**config.mk**
```make
export PLATFORM = sky130hd
export DESIGN_NAME = swcs_front
export DESIGN_NICKNAME = d
export VERILOG_FILES = /design/src/design/sliding_window_congestion_sender_core_defines.svh /design/src/design/swcs_pkg.sv /design/src/design/swcs_front.sv
export SDC_FILE = /design/constraint.sdc
export NUM_CORES = 1
export LEC_CHECK = 0
export BUFFER_PORTS_ARGS = -buffer_cell sky130_fd_sc_hd__buf_2
export CAP_MARGIN = 25
export CORE_UTILIZATION = 40
export DETAILED_ROUTE_END_ITERATION = 8
export PLACE_DENSITY = 0.66
export SLEW_MARGIN = 20
export SYNTH_ARGS = -nofsm -noshare
export SYNTH_HDL_FRONTEND = slang
export SYNTH_SLANG_ARGS = --single-unit
export TNS_END_PERCENT = 30
```
**constraint.sdc**
```tcl
create_clock -name clk_i -period 4.07 [get_ports clk_i]
set_clock_uncertainty 0.1 [all_clocks]
set_input_delay 0.6105 -clock clk_i [delete_from_list [all_inputs] [get_ports clk_i]]
set_output_delay 0.6105 -clock clk_i [all_outputs]
set_load 0.05 [all_outputs]
```
**src/design/sliding_window_congestion_sender_core_defines.svh**
```systemverilog
// assertion macros for the sliding window sender core
// needs clk_i and rst_ni in the scope of each use
`ifndef SLIDING_WINDOW_CONGESTION_SENDER_CORE_DEFINES_SVH
`define SLIDING_WINDOW_CONGESTION_SENDER_CORE_DEFINES_SVH

// same-cycle implication
`define SWCS_ASSERT_IMP(name, ante, cons) \
  name: assert property (@(posedge clk_i) disable iff (!rst_ni) (ante) |-> (cons)) \
    else $error("swcs check failed");

// next-cycle implication
`define SWCS_ASSERT_NXT(name, ante, cons) \
  name: assert property (@(posedge clk_i) disable iff (!rst_ni) (ante) |=> (cons)) \
    else $error("swcs check failed");

`endif

```
**src/design/swcs_pkg.sv**
```systemverilog
// types, constants and codes shared by the sender core
// no dependencies
package swcs_pkg;

  localparam int unsigned MAX_PAYLOAD = 509;
  localparam int unsigned CNT_W       = 20;
  localparam int unsigned LEN_W       = 28;
  localparam int unsigned TIME_W      = 32;
  localparam int unsigned PLEN_W      = 9;
  localparam int unsigned SEQ_W       = 8;
  localparam int unsigned WIN_W       = 8;
  localparam int unsigned THR_W       = 7;
  localparam int unsigned RWD_W       = 16;
  localparam int unsigned DIV_W       = 32;
  localparam int unsigned DVS_W       = 9;

  // reciprocal of the payload size, exact for every 28-bit length
  localparam int unsigned RECIP_W   = 29;
  localparam int unsigned PROD_W    = 57;
  localparam int unsigned RECIP_SH  = 37;
  localparam logic [RECIP_W-1:0] PAY_RECIP = 29'd270017591;

  localparam logic [7:0] ACK_TYPE   = 8'h01;
  localparam logic [7:0] SUM_GOOD   = 8'hFF;
  localparam logic [0:0] CFG_TIMEOUT = 1'b0;
  localparam logic [0:0] CFG_THRESH  = 1'b1;

  typedef enum logic [1:0] {
    CMD_START = 2'd0,
    CMD_PULL  = 2'd1,
    CMD_RECV  = 2'd2,
    CMD_NONE  = 2'd3
  } cmd_e;

  typedef enum logic [2:0] {
    OUT_NONE    = 3'd0,
    OUT_ADVANCE = 3'd1,
    OUT_DUP     = 3'd2,
    OUT_FAST    = 3'd3,
    OUT_TIMEOUT = 3'd4,
    OUT_ERROR   = 3'd5
  } outcome_e;

  typedef enum logic [1:0] {
    BK_IDLE,
    BK_RECV,
    BK_DIV,
    BK_START
  } back_state_e;

  typedef struct packed {
    cmd_e              cmd;
    logic [LEN_W-1:0]  len;
    logic [TIME_W-1:0] now;
    logic              ack_ok;
    logic [SEQ_W-1:0]  seq;
  } item_t;

  typedef struct packed {
    logic              send_valid;
    logic [CNT_W-1:0]  packet_index;
    logic [SEQ_W-1:0]  seq_number;
    logic [PLEN_W-1:0] payload_len;
    logic              last_packet;
    outcome_e          outcome;
    logic              done_res;
    logic [WIN_W-1:0]  window;
    logic [THR_W-1:0]  threshold;
    logic [RWD_W-1:0]  rewinds;
  } result_t;

endpackage

```
**src/design/swcs_front.sv**
```systemverilog
// front end: classifies commands, checks acknowledgement sums, queues words
// depends on swcs_pkg
module swcs_front (
  input  logic                       clk_i,
  input  logic                       rst_ni,
  input  logic                       in_valid_i,
  output logic                       in_stall_o,
  input  logic [1:0]                 cmd_i,
  input  logic [swcs_pkg::LEN_W-1:0] msg_length_i,
  input  logic [31:0]                now_i,
  input  logic                       rx_received_i,
  input  logic [7:0]                 rx_check_i,
  input  logic [7:0]                 rx_type_i,
  input  logic [7:0]                 rx_seq_i,
  output logic                       q_valid_o,
  output swcs_pkg::item_t            q_item_o,
  input  logic                       q_pop_i
);
  import swcs_pkg::*;

  item_t      fifo_q [2];
  logic       wr_q, rd_q;
  logic [1:0] cnt_q;
  logic [8:0] s1, s2;
  logic [7:0] f1, f2;
  item_t      item;
  logic       push;

  always_comb begin
    s1 = {1'b0, rx_check_i} + {1'b0, rx_type_i};
    f1 = s1[7:0] + {7'd0, s1[8]};
    s2 = {1'b0, f1} + {1'b0, rx_seq_i};
    f2 = s2[7:0] + {7'd0, s2[8]};
    item.cmd    = cmd_e'(cmd_i);
    item.len    = msg_length_i;
    item.now    = now_i;
    item.ack_ok = rx_received_i && (f2 == SUM_GOOD) && (rx_type_i == ACK_TYPE);
    item.seq    = rx_seq_i;
  end

  assign in_stall_o = (cnt_q == 2'd2);
  assign push       = in_valid_i && !in_stall_o;
  assign q_valid_o  = (cnt_q != 2'd0);
  assign q_item_o   = fifo_q[rd_q];

  always_ff @(posedge clk_i) begin
    if (push) begin
      fifo_q[wr_q] <= item;
    end
  end

  always_ff @(posedge clk_i or negedge rst_ni) begin
    if (!rst_ni) begin
      wr_q  <= 1'b0;
      rd_q  <= 1'b0;
      cnt_q <= 2'd0;
    end else begin
      if (push) begin
        wr_q <= ~wr_q;
      end
      if (q_pop_i) begin
        rd_q <= ~rd_q;
      end
      cnt_q <= cnt_q + {1'b0, push} - {1'b0, q_pop_i};
    end
  end

endmodule

```
==> impl_metrics.tcl, run 1 <==
set metrics [dict create \
    die_area_um2 15800 \
    clk_pin_slew_ns 0.06 \
    via_per_inst 4.84 \
    synth_area_um2 6100 \
    worstSetupPathType "in -> reg" \
    initial_utilization_pct 41.5 \
    dp_hpwl_mm 8.16 \
    slew_viol_final 0 \
    drt-initial-drc-count 218 \
    async_flop_share_pct 2.74 \
    place_ws_ns -0.946 \
    worst-slew-pin-transition_ns 0.985 \
    max_slew_margin_pct 34.3 \
    hold_path.class "in -> reg" \
    p_per_area_nw_per_um2 778 \
    htreeDepth 4 \
    critPathMaxFanout 2 \
    synth_seq_area_share_pct 71.5 \
    overflow 0 \
    synth_edf_count 142 \
    final.setup.worst_slack_ns -0.469 \
    fp.coreArea_um2 14700 \
    wirelength_mm 12.0 \
    numCtsBuffers 17 \
    r2r_slack_ns 2.09 \
    fillCellCount 1190 \
    start_kind "input pin" \
    gp_congestion 0.820 \
    grt_pass1_wl_mm 18.8 \
    port_buffers 163 \
    rr_startpoint "cnt_q[1]$_DFF_PN0_" \
    status "finished, violations left" \
    synth_ff_type "edfxtp_1" \
    hold_violations 0 \
    cp.arrival_ns 4.67 \
    min_from "msg_length_i[27]" \
    syn2layout_area_growth_pct 33.0 \
    fin_util_pct 55.2 \
    vias 3617 \
    drv_cap 0 \
    drc 17 \
    placed_cells_incl_taps 714 \
    violations "DRC, setup timing" \
    final_cells 748 \
    p_leak_nw 3.24 \
    final-setup-viol-count 2 \
    cts_tree "built" \
    clk_path_buf_depth 2 \
    io_pins 164 \
    yosys.cell_types.count 36 \
    final_layout_size_suffix_gt1_share_pct 57.3 \
    die_h_um 126 \
    whs_path_depth 1 \
    ys_ff_latch 146 \
    row_count 44 \
    reg2reg_depth 4 \
    fp.dieW_um 126 \
    worstSetupEndpointType "flip-flop" \
    grt_max_degree 73 \
    timing.final.crit_period_ns 4.54 \
    reg2reg_to "fifo_q[0][48]$_DFFE_PP_" \
    min_period_over_period_pct 112 \
    ir_worst_vdd_v 0.000309 \
    clk_latency_ns 0.41 \
    grt_antenna_before_repair 0 \
    synth_cells 337 \
    ant_nets 0 \
    rsz0062_at_grt "yes" \
    max_freq_mhz 220 \
    grt_pass1_vias 3852 \
    drt-pass1-iter-count 6 \
    yosysWarnings 0 \
    antenna_cells 0 \
    synth_nets 453 \
    track_usage_pct 15.7 \
    post_cts_buffers 0 \
    post_drt_wl_per_cell_um 16.0 \
    synth.avg_cell_area_um2 18.1 \
    cts-root-buf "clkbuf_16" \
    min_to "fifo_q[0][68]$_DFFE_PP_" \
    clock-sinks 146 \
    critical_path_required_ns 4.20 \
    nNetsFinal 667 \
]
==> placed cells by master (no fill, tap or decap), types with 3 or more instances in the layout <==
cell type and count:
a21o_1 6, inv_1 7, nand2_1 6, dfrtp_1 3, buf_4 37, nand3_1 3
inv_6 6, xor2_1 13, buf_2 161, mux2_2 71, edfxtp_1 142, nor2_1 7
ha_1 18, clkinvlp_4 3, ha_4 5, clkbuf_16 17, a21oi_1 4, xnor2_1 9
==> flip-flops by register name, summed over array words and instances, names as in the netlist <==
| register | cells |
|---|---|
| cnt_q | 2 |
| fifo_q | 142 |
| rd_q | 1 |
| wr_q | 1 |
==> cells in the mapped netlist (2+ instances only) <==
master	instances	share of area, %
nor4b_1	2	0.29
ha_1	23	4.7
nor3_1	2	0.16
o21a_1	2	0.25
nand2_1	6	0.37
edfxtp_1	142	70
buf_1	2	0.12
xnor2_1	9	1.3
xor2_1	13	1.9
nand2b_1	2	0.20
a21oi_1	4	0.33
nor4_1	2	0.20
and3_1	4	0.41
inv_1	7	0.43
mux2_2	71	13
buf_2	5	0.41
nand3_1	3	0.25
o21ai_0	3	0.25
a21o_1	6	0.74
fa_1	2	0.66
o21ai_1	2	0.16
dfrtp_1	4	1.6
nor2_1	8	0.49
==> where the power goes <==
group / internal (W) / leakage, nW / total, W / switching, W
registers: 0.00205 / 1.36 / 0.00227 / 0.000214
logic: 0.000834 / 1.61 / 0.00263 / 0.00179
clock network: 0.000794 / 0.263 / 0.00142 / 0.000625
total: 0.00368 / 3.24 / 0.00631 / 0.00263
==> per-layer routing <==
| metal | track usage (%) | wire, µm | vias up | part of all wire [%] |
|---|---|---|---|---|
| li1 | - | - | 1734 | - |
| met1 | 17.9 | 5000 | 1754 | 42 |
| met2 | 27.0 | 5910 | 116 | 49 |
| met3 | 6.16 | 960 | 13 | 8.0 |
| met4 | 5.09 | 123 | 0 | 1.0 |
| met5 | 0 | 0 | - | 0 |
==> worst max-delay path: stages <==
cell	delay (ns)
buf_6	0.10
ha_4	0.15
fa_2	0.35
and3_4	0.16
o21ai_2	0.12
nand2_1	0.07
o211ai_1	0.11
nand2b_1	0.09
a21o_1	0.18
ha_4	0.17
ha_4	0.15
xor2_1	0.15
ha_1	0.31
nor2b_4	0.13
o21ai_1	0.12
nand2_1	0.08
a31o_1	0.20
a21o_1	0.17
a21o_1	0.19
ha_4	0.18
ha_4	0.15
xor2_1	0.15
nor4_1	0.25
nand3_1	0.16
nor4_4	0.17
==> repair_timing <==
action / CTS / global route
hold buffers: 1 / 0
setup endpoints to repair: 2 / 2
pin swaps: 1 / 1
resized for setup: 3 / 4
hold endpoints to repair: 4 / 0
==> through the flow <==
stage / hold slack (ns) / power [W] / TNS, ns / instance area, µm²
3_5_place_dp: 0.322 / 0.00492 / -1.89 / 7490
4_1_cts: 0.262 / 0.00636 / -0.875 / 8070
5_1_grt: 0.255 / 0.00660 / -1.44 / 8120
3_3_place_gp: 0.318 / 0.00487 / -1.66 / 7490
2_1_floorplan: 0.215 / 0.00426 / -1.23 / 6170
6_report: 0.277 / 0.00631 / -0.930 / 8120
==> final cells by class <==
type                            instances  area [µm²]  share of cell area [%]
Inverter                                7        26.3                   0.324
Tap cell                              184         230                    2.84
Multi-Input combinational cell        176        1790                    22.1
Clock buffer                           17         425                    5.24
Timing Repair Buffer                  203        1160                    14.2
Sequential cell                       146        4370                    53.8
Clock inverter                         15         120                    1.48
==> worst max path at each step <==
stage                   from                     end  slack, ns
2_1_floorplan  rx_check_i[0]  fifo_q[0][8]$_DFFE_PP_      -0.61
3_3_place_gp   rx_check_i[0]  fifo_q[0][8]$_DFFE_PP_      -0.83
3_5_place_dp    rx_type_i[0]  fifo_q[0][8]$_DFFE_PP_      -0.95
4_1_cts         rx_type_i[0]  fifo_q[0][8]$_DFFE_PP_      -0.44
5_1_grt         rx_type_i[0]  fifo_q[0][8]$_DFFE_PP_      -0.72
6_report        rx_type_i[0]  fifo_q[0][8]$_DFFE_PP_      -0.47
==> kinds of logic after synthesis <==
kind of cell	count (synthesis)	share of synthesized area, %
DFF	146	71.5
muxes	71	13.1
and+or+nand+nor	34	2.97
adders and majority gates	25	5.37
AOI/OAI and AO/OA	23	2.62
xor gates and xnor gates	23	3.42
buffers and inverters	15	1.02
Note: power is estimated with default switching activity, not from simulation.
==> run 2, diff against run 1 <==
--- a/config.mk
+++ b/config.mk
@@ -10,6 +10,7 @@
 export CORE_UTILIZATION = 40
 export DETAILED_ROUTE_END_ITERATION = 8
 export PLACE_DENSITY = 0.66
+export RECOVER_POWER = 25
 export SLEW_MARGIN = 20
 export SYNTH_ARGS = -nofsm -noshare
 export SYNTH_HDL_FRONTEND = slang
==> impl_metrics.tcl, run 2 (same netlist as run 1, synthesis figures left out) <==
set metrics [dict create \
    reg2reg_to "fifo_q[0][32]$_DFFE_PP_" \
    crit_end "fifo_q[0][8]$_DFFE_PP_" \
    cp_slowest_cell "fa_2" \
    post_drt_wl_per_cell_um 16.0 \
    initial_utilization_pct 41.5 \
    grt_max_degree 73 \
    vias 3615 \
    hold_violations 0 \
    critPathTopFamily "adder cells" \
    die_area_um2 15800 \
    r2r_slack_ns 2.09 \
    min_period_over_period_pct 112 \
    worst-slew-pin-transition_ns 0.986 \
    via_per_inst 4.83 \
    top_register "fifo_q" \
    grt_pass1_wl_mm 18.8 \
    row_count 44 \
    die_h_um 126 \
    final.setup.worst_slack_ns -0.469 \
    whs_ns 0.277 \
    fp.dieW_um 126 \
    worstSetupEndpointType "flip-flop" \
    violations "DRC, setup timing" \
    p_per_area_nw_per_um2 780 \
    crit_path_frequent_cell "ha_4" \
    reg2reg_depth 4 \
    syn2layout_area_growth_pct 32.6 \
    largest_reg_flops 142 \
    fp.coreArea_um2 14700 \
    cts-root-buf "clkbuf_16" \
    top_layer "met4" \
    p_leak_nw 3.18 \
    mostFrequentLayoutCells "edfxtp_1 (142), buf_2 (142), mux2_2 (71), buf_4 (37)" \
    ir_worst_vdd_v 0.000309 \
    drc 17 \
    dr_wl_met2_mm 5.93 \
    final_layout_size_suffix_gt1_share_pct 53.9 \
    clk_path_buf_depth 2 \
    fillCellCount 1202 \
    critPathBufInv 1 \
    m1WireLength_mm 4.97 \
    slowest_delay_ns 0.35 \
    rsz0062_at_grt "yes" \
    nNetsFinal 667 \
    rr_startpoint "cnt_q[1]$_DFF_PN0_" \
    crit_cells 25 \
    drt-initial-drc-count 221 \
    slew_viol_final 0 \
    antenna_cells 0 \
    grt_pass1_vias 3852 \
    status "finished, violations left" \
    fin_util_pct 55.1 \
    cp.arrival_ns 4.67 \
    drv_cap 0 \
    start_kind "input pin" \
    whs_path_depth 1 \
    dp_hpwl_mm 8.16 \
    gp_congestion 0.820 \
    grt_antenna_before_repair 0 \
    critPathMaxFanout 2 \
    clk_latency_ns 0.41 \
    track_usage_pct 15.7 \
    critPathLaunch "rx_type_i[0]" \
    overflow 0 \
    final-setup-viol-count 2 \
    reg.largest.list "fifo_q x142, cnt_q x2" \
    cts_tree "built" \
    worstSetupPathType "in -> reg" \
    htreeDepth 4 \
    numCtsBuffers 17 \
    wirelength_mm 12.0 \
    fin_setup_tns_ns -0.930 \
    io_pins 164 \
    port_buffers 163 \
    clk_pin_slew_ns 0.06 \
    hold_path.class "in -> reg" \
    timing.final.crit_period_ns 4.54 \
    drt-pass1-iter-count 7 \
    place_ws_ns -0.946 \
    clock-sinks 146 \
    max_slew_margin_pct 34.2 \
    max_freq_mhz 220 \
    critical_path_required_ns 4.20 \
    ant_nets 0 \
    dr_wl_met3_um 941 \
]
[run 2: cell count changes in the layout (fill, tap and decap cells not counted), sizes merged]
| cell | previous run | this run |
|---|---|---|
| clkbuf | 17 | 35 |
| buf | 202 | 184 |
[run 2: worst min-delay path by stage]
| stage | slack [ns] | start | endpoint |
|---|---|---|---|
| after floorplan | 0.21 | rst_ni | cnt_q[0]$_DFF_PN0_ |
| after global placement | 0.32 | rst_ni | wr_q$_DFFE_PN0P_ |
| after detailed placement | 0.32 | rst_ni | wr_q$_DFFE_PN0P_ |
| after CTS | 0.26 | msg_length_i[17] | fifo_q[1][58]$_DFFE_PP_ |
| after global routing | 0.25 | now_i[13] | fifo_q[0][22]$_DFFE_PP_ |
| final | 0.28 | msg_length_i[27] | fifo_q[0][68]$_DFFE_PP_ |
[run 2: layer usage]
| metal | track usage (%) | vias up |
|---|---|---|
| met5 | 0 | - |
| met1 | 17.9 | 1753 |
| met2 | 27.0 | 116 |
| met3 | 6.16 | 13 |
| li1 | - | 1733 |
| met4 | 5.09 | 0 |
[run 2: power breakdown]
group          switching [W]  internal [W]
Combinational        0.00179      0.000831
Sequential          0.000215       0.00205
Clock               0.000625      0.000794
[run 2: final cells by class]
type | count | area (µm²) | share of cell area, %
clock inverters | 15 | 120 | 1.48
well taps | 184 | 230 | 2.84
flip-flops and latches | 146 | 4370 | 54.0
multi-input cells | 176 | 1790 | 22.1
clock buffers | 17 | 425 | 5.26
inverters | 7 | 26.3 | 0.325
repair buffers | 203 | 1130 | 14.0
[run 2: what timing repair did]
item / 4_1_cts / 5_1_grt
setup endpoints to repair: 2 / 2
endpoints found under the hold margin: 4 / 0
hold buffers: 1 / 0
setup buffers: 0 / 0
gates resized for setup: 3 / 4
pin swaps: 1 / 1
[run 2: through the flow]
step                      instance area, µm²  std cells  power, W
after floorplan                         6170        337   0.00426
after global placement                  7490        714   0.00487
after detailed placement                7490        714   0.00492
after CTS                               8070        747   0.00636
after global routing                    8090        748   0.00659
final                                   8090        748   0.00631
==> run 3, diff against run 2 <==
--- a/config.mk
+++ b/config.mk
@@ -7,9 +7,11 @@
 export LEC_CHECK = 0
 export BUFFER_PORTS_ARGS = -buffer_cell sky130_fd_sc_hd__buf_2
 export CAP_MARGIN = 25
-export CORE_UTILIZATION = 40
+export CELL_PAD_IN_SITES_DETAIL_PLACEMENT = 1
+export CELL_PAD_IN_SITES_GLOBAL_PLACEMENT = 1
+export CORE_UTILIZATION = 39
 export DETAILED_ROUTE_END_ITERATION = 8
-export PLACE_DENSITY = 0.66
+export PLACE_DENSITY_LB_ADDON = 0.1
 export RECOVER_POWER = 25
 export SLEW_MARGIN = 20
 export SYNTH_ARGS = -nofsm -noshare
==> impl_metrics.tcl, run 3 (same netlist as run 1, synthesis figures left out) <==
set metrics [dict create \
    clock-sinks 146 \
    critPathTopFamily "adder cells" \
    worstSetupPathType "in -> reg" \
    syn2layout_area_growth_pct 34.9 \
    io_pins 164 \
    start_kind "input pin" \
    whs_ns 0.278 \
    p_leak_nw 3.25 \
    slowest_delay_ns 0.37 \
    reg.largest.list "fifo_q x142, cnt_q x2" \
    die_area_um2 16200 \
    ir_worst_vdd_v 0.000310 \
    crit_path_frequent_cell "ha_4" \
    fp.coreArea_um2 15300 \
    drv_cap 0 \
    p_per_area_nw_per_um2 791 \
    overflow 0 \
    final_common_cell "buf_2" \
    port_buffers 163 \
    clk_pin_slew_ns 0.06 \
    drt-pass1-iter-count 4 \
    cp_slowest_cell "fa_2" \
    numCtsBuffers 17 \
    die_h_um 127 \
    htreeDepth 4 \
    rsz0062_at_grt "yes" \
    post_dp_cell_area_um2 7540 \
    drt-initial-drc-count 146 \
    track_usage_pct 16.7 \
    critPathMaxFanout 2 \
    final.setup.worst_slack_ns -0.472 \
    fp.dieW_um 127 \
    grt_max_degree 73 \
    max_slew_margin_pct 41.0 \
    cts_tree "built" \
    gp_congestion 0.763 \
    vias 3688 \
    via_per_inst 4.75 \
    largest_reg_flops 142 \
    total_power_w 0.00652 \
    timing.final.crit_period_ns 4.54 \
    top_register "fifo_q" \
    clk_path_buf_depth 2 \
    grt_antenna_before_repair 1 \
    cts-root-buf "clkbuf_16" \
    critical_path_required_ns 4.19 \
    violations "setup timing" \
    critPathBufInv 1 \
    max_freq_mhz 220 \
    grt_pass1_vias 3989 \
    post_drt_wl_per_cell_um 16.4 \
    final-setup-viol-count 2 \
    dp_hpwl_mm 8.65 \
    fin_area_um2 8240 \
    cp.arrival_ns 4.67 \
    status "finished, violations left" \
    clk_latency_ns 0.41 \
    hold_path.class "in -> reg" \
    grt_pass1_wl_mm 20.1 \
    slew_viol_final 0 \
    worstSetupEndpointType "flip-flop" \
    row_count 45 \
    worst-slew-pin-transition_ns 0.883 \
    mostFrequentLayoutCells "buf_2 (150), edfxtp_1 (142), mux2_2 (71), buf_4 (39), ha_1 (18)" \
    drc 0 \
    ant_nets 0 \
    antenna_cells 0 \
    min_period_over_period_pct 112 \
    wirelength_mm 12.7 \
    initial_utilization_pct 40.0 \
    hold_violations 0 \
    nNetsFinal 670 \
    final_layout_size_suffix_gt1_share_pct 54.7 \
]
-- run 3: changes by cell type in the layout (fill, tap and decap cells not counted), sizes merged --
cell and delta:
buf +10, inv -7, clkbuf -6, bufinv +4
clkinv +2, clkinvlp -2
-- run 3: metrics by stage --
stage / TNS (ns) / util [%] / instances / setup WS, ns
2_1_floorplan: -1.23 / - / 337 / -0.613
3_3_place_gp: -1.69 / 49.4 / 743 / -0.843
3_5_place_dp: -2.04 / 49.4 / 743 / -1.02
4_1_cts: -1.04 / 53.5 / 774 / -0.521
5_1_grt: -1.55 / 54.0 / 776 / -0.779
6_report: -0.938 / 54.0 / 776 / -0.472
-- run 3: per-layer routing --
layer / wire length [µm] / track usage (%) / share of wire (%) / up-vias
li1: - / - / - / 1744
met1: 5270 / 18.9 / 41 / 1819
met2: 6580 / 29.2 / 52 / 103
met3: 543 / 4.10 / 4.3 / 22
met4: 320 / 8.68 / 2.5 / 0
met5: 0 / 0 / 0 / -
-- run 3: layout make-up --
cell class,count,area [µm²]
clock buffers,18,429
clock inverters,12,165
fillers,1495,7020
inverters,7,26.3
multi-input cells,176,1790
flip-flops and latches,146,4370
well taps,211,264
repair buffers,206,1190
-- run 3: what timing repair did --
action / 4_1_cts / 5_1_grt
setup endpoints to repair: 2 / 2
pin swaps: 1 / 0
resized for setup: 3 / 4
hold endpoints to repair: 4 / 0
hold buffers: 1 / 0
buffers inserted: 0 / 0
-- run 3: path summary, 6_finish.rpt --
path                                           endpoint  cells past startpoint  slack, ns                from
max in group asynchronous              rd_q$_DFFE_PN0P_                      2       3.29              rst_ni
worst max register to register  fifo_q[0][49]$_DFFE_PP_                      4       1.86  cnt_q[1]$_DFF_PN0_
worst max-delay path             fifo_q[1][8]$_DFFE_PP_                     25      -0.47        rx_type_i[0]
worst min-delay path            fifo_q[1][55]$_DFFE_PP_                      1       0.28    msg_length_i[14]
worst min register to register       cnt_q[1]$_DFF_PN0_                      1       0.43  cnt_q[1]$_DFF_PN0_
min in group asynchronous            cnt_q[1]$_DFF_PN0_                      2       0.44              rst_ni
-- run 3: report_power, final --
group          switching (W)  leakage (nW)  internal [W]  total, W
registers           0.000121          1.36       0.00206   0.00218
logic                0.00189          1.60      0.000862   0.00276
clock network       0.000573         0.286       0.00101   0.00158
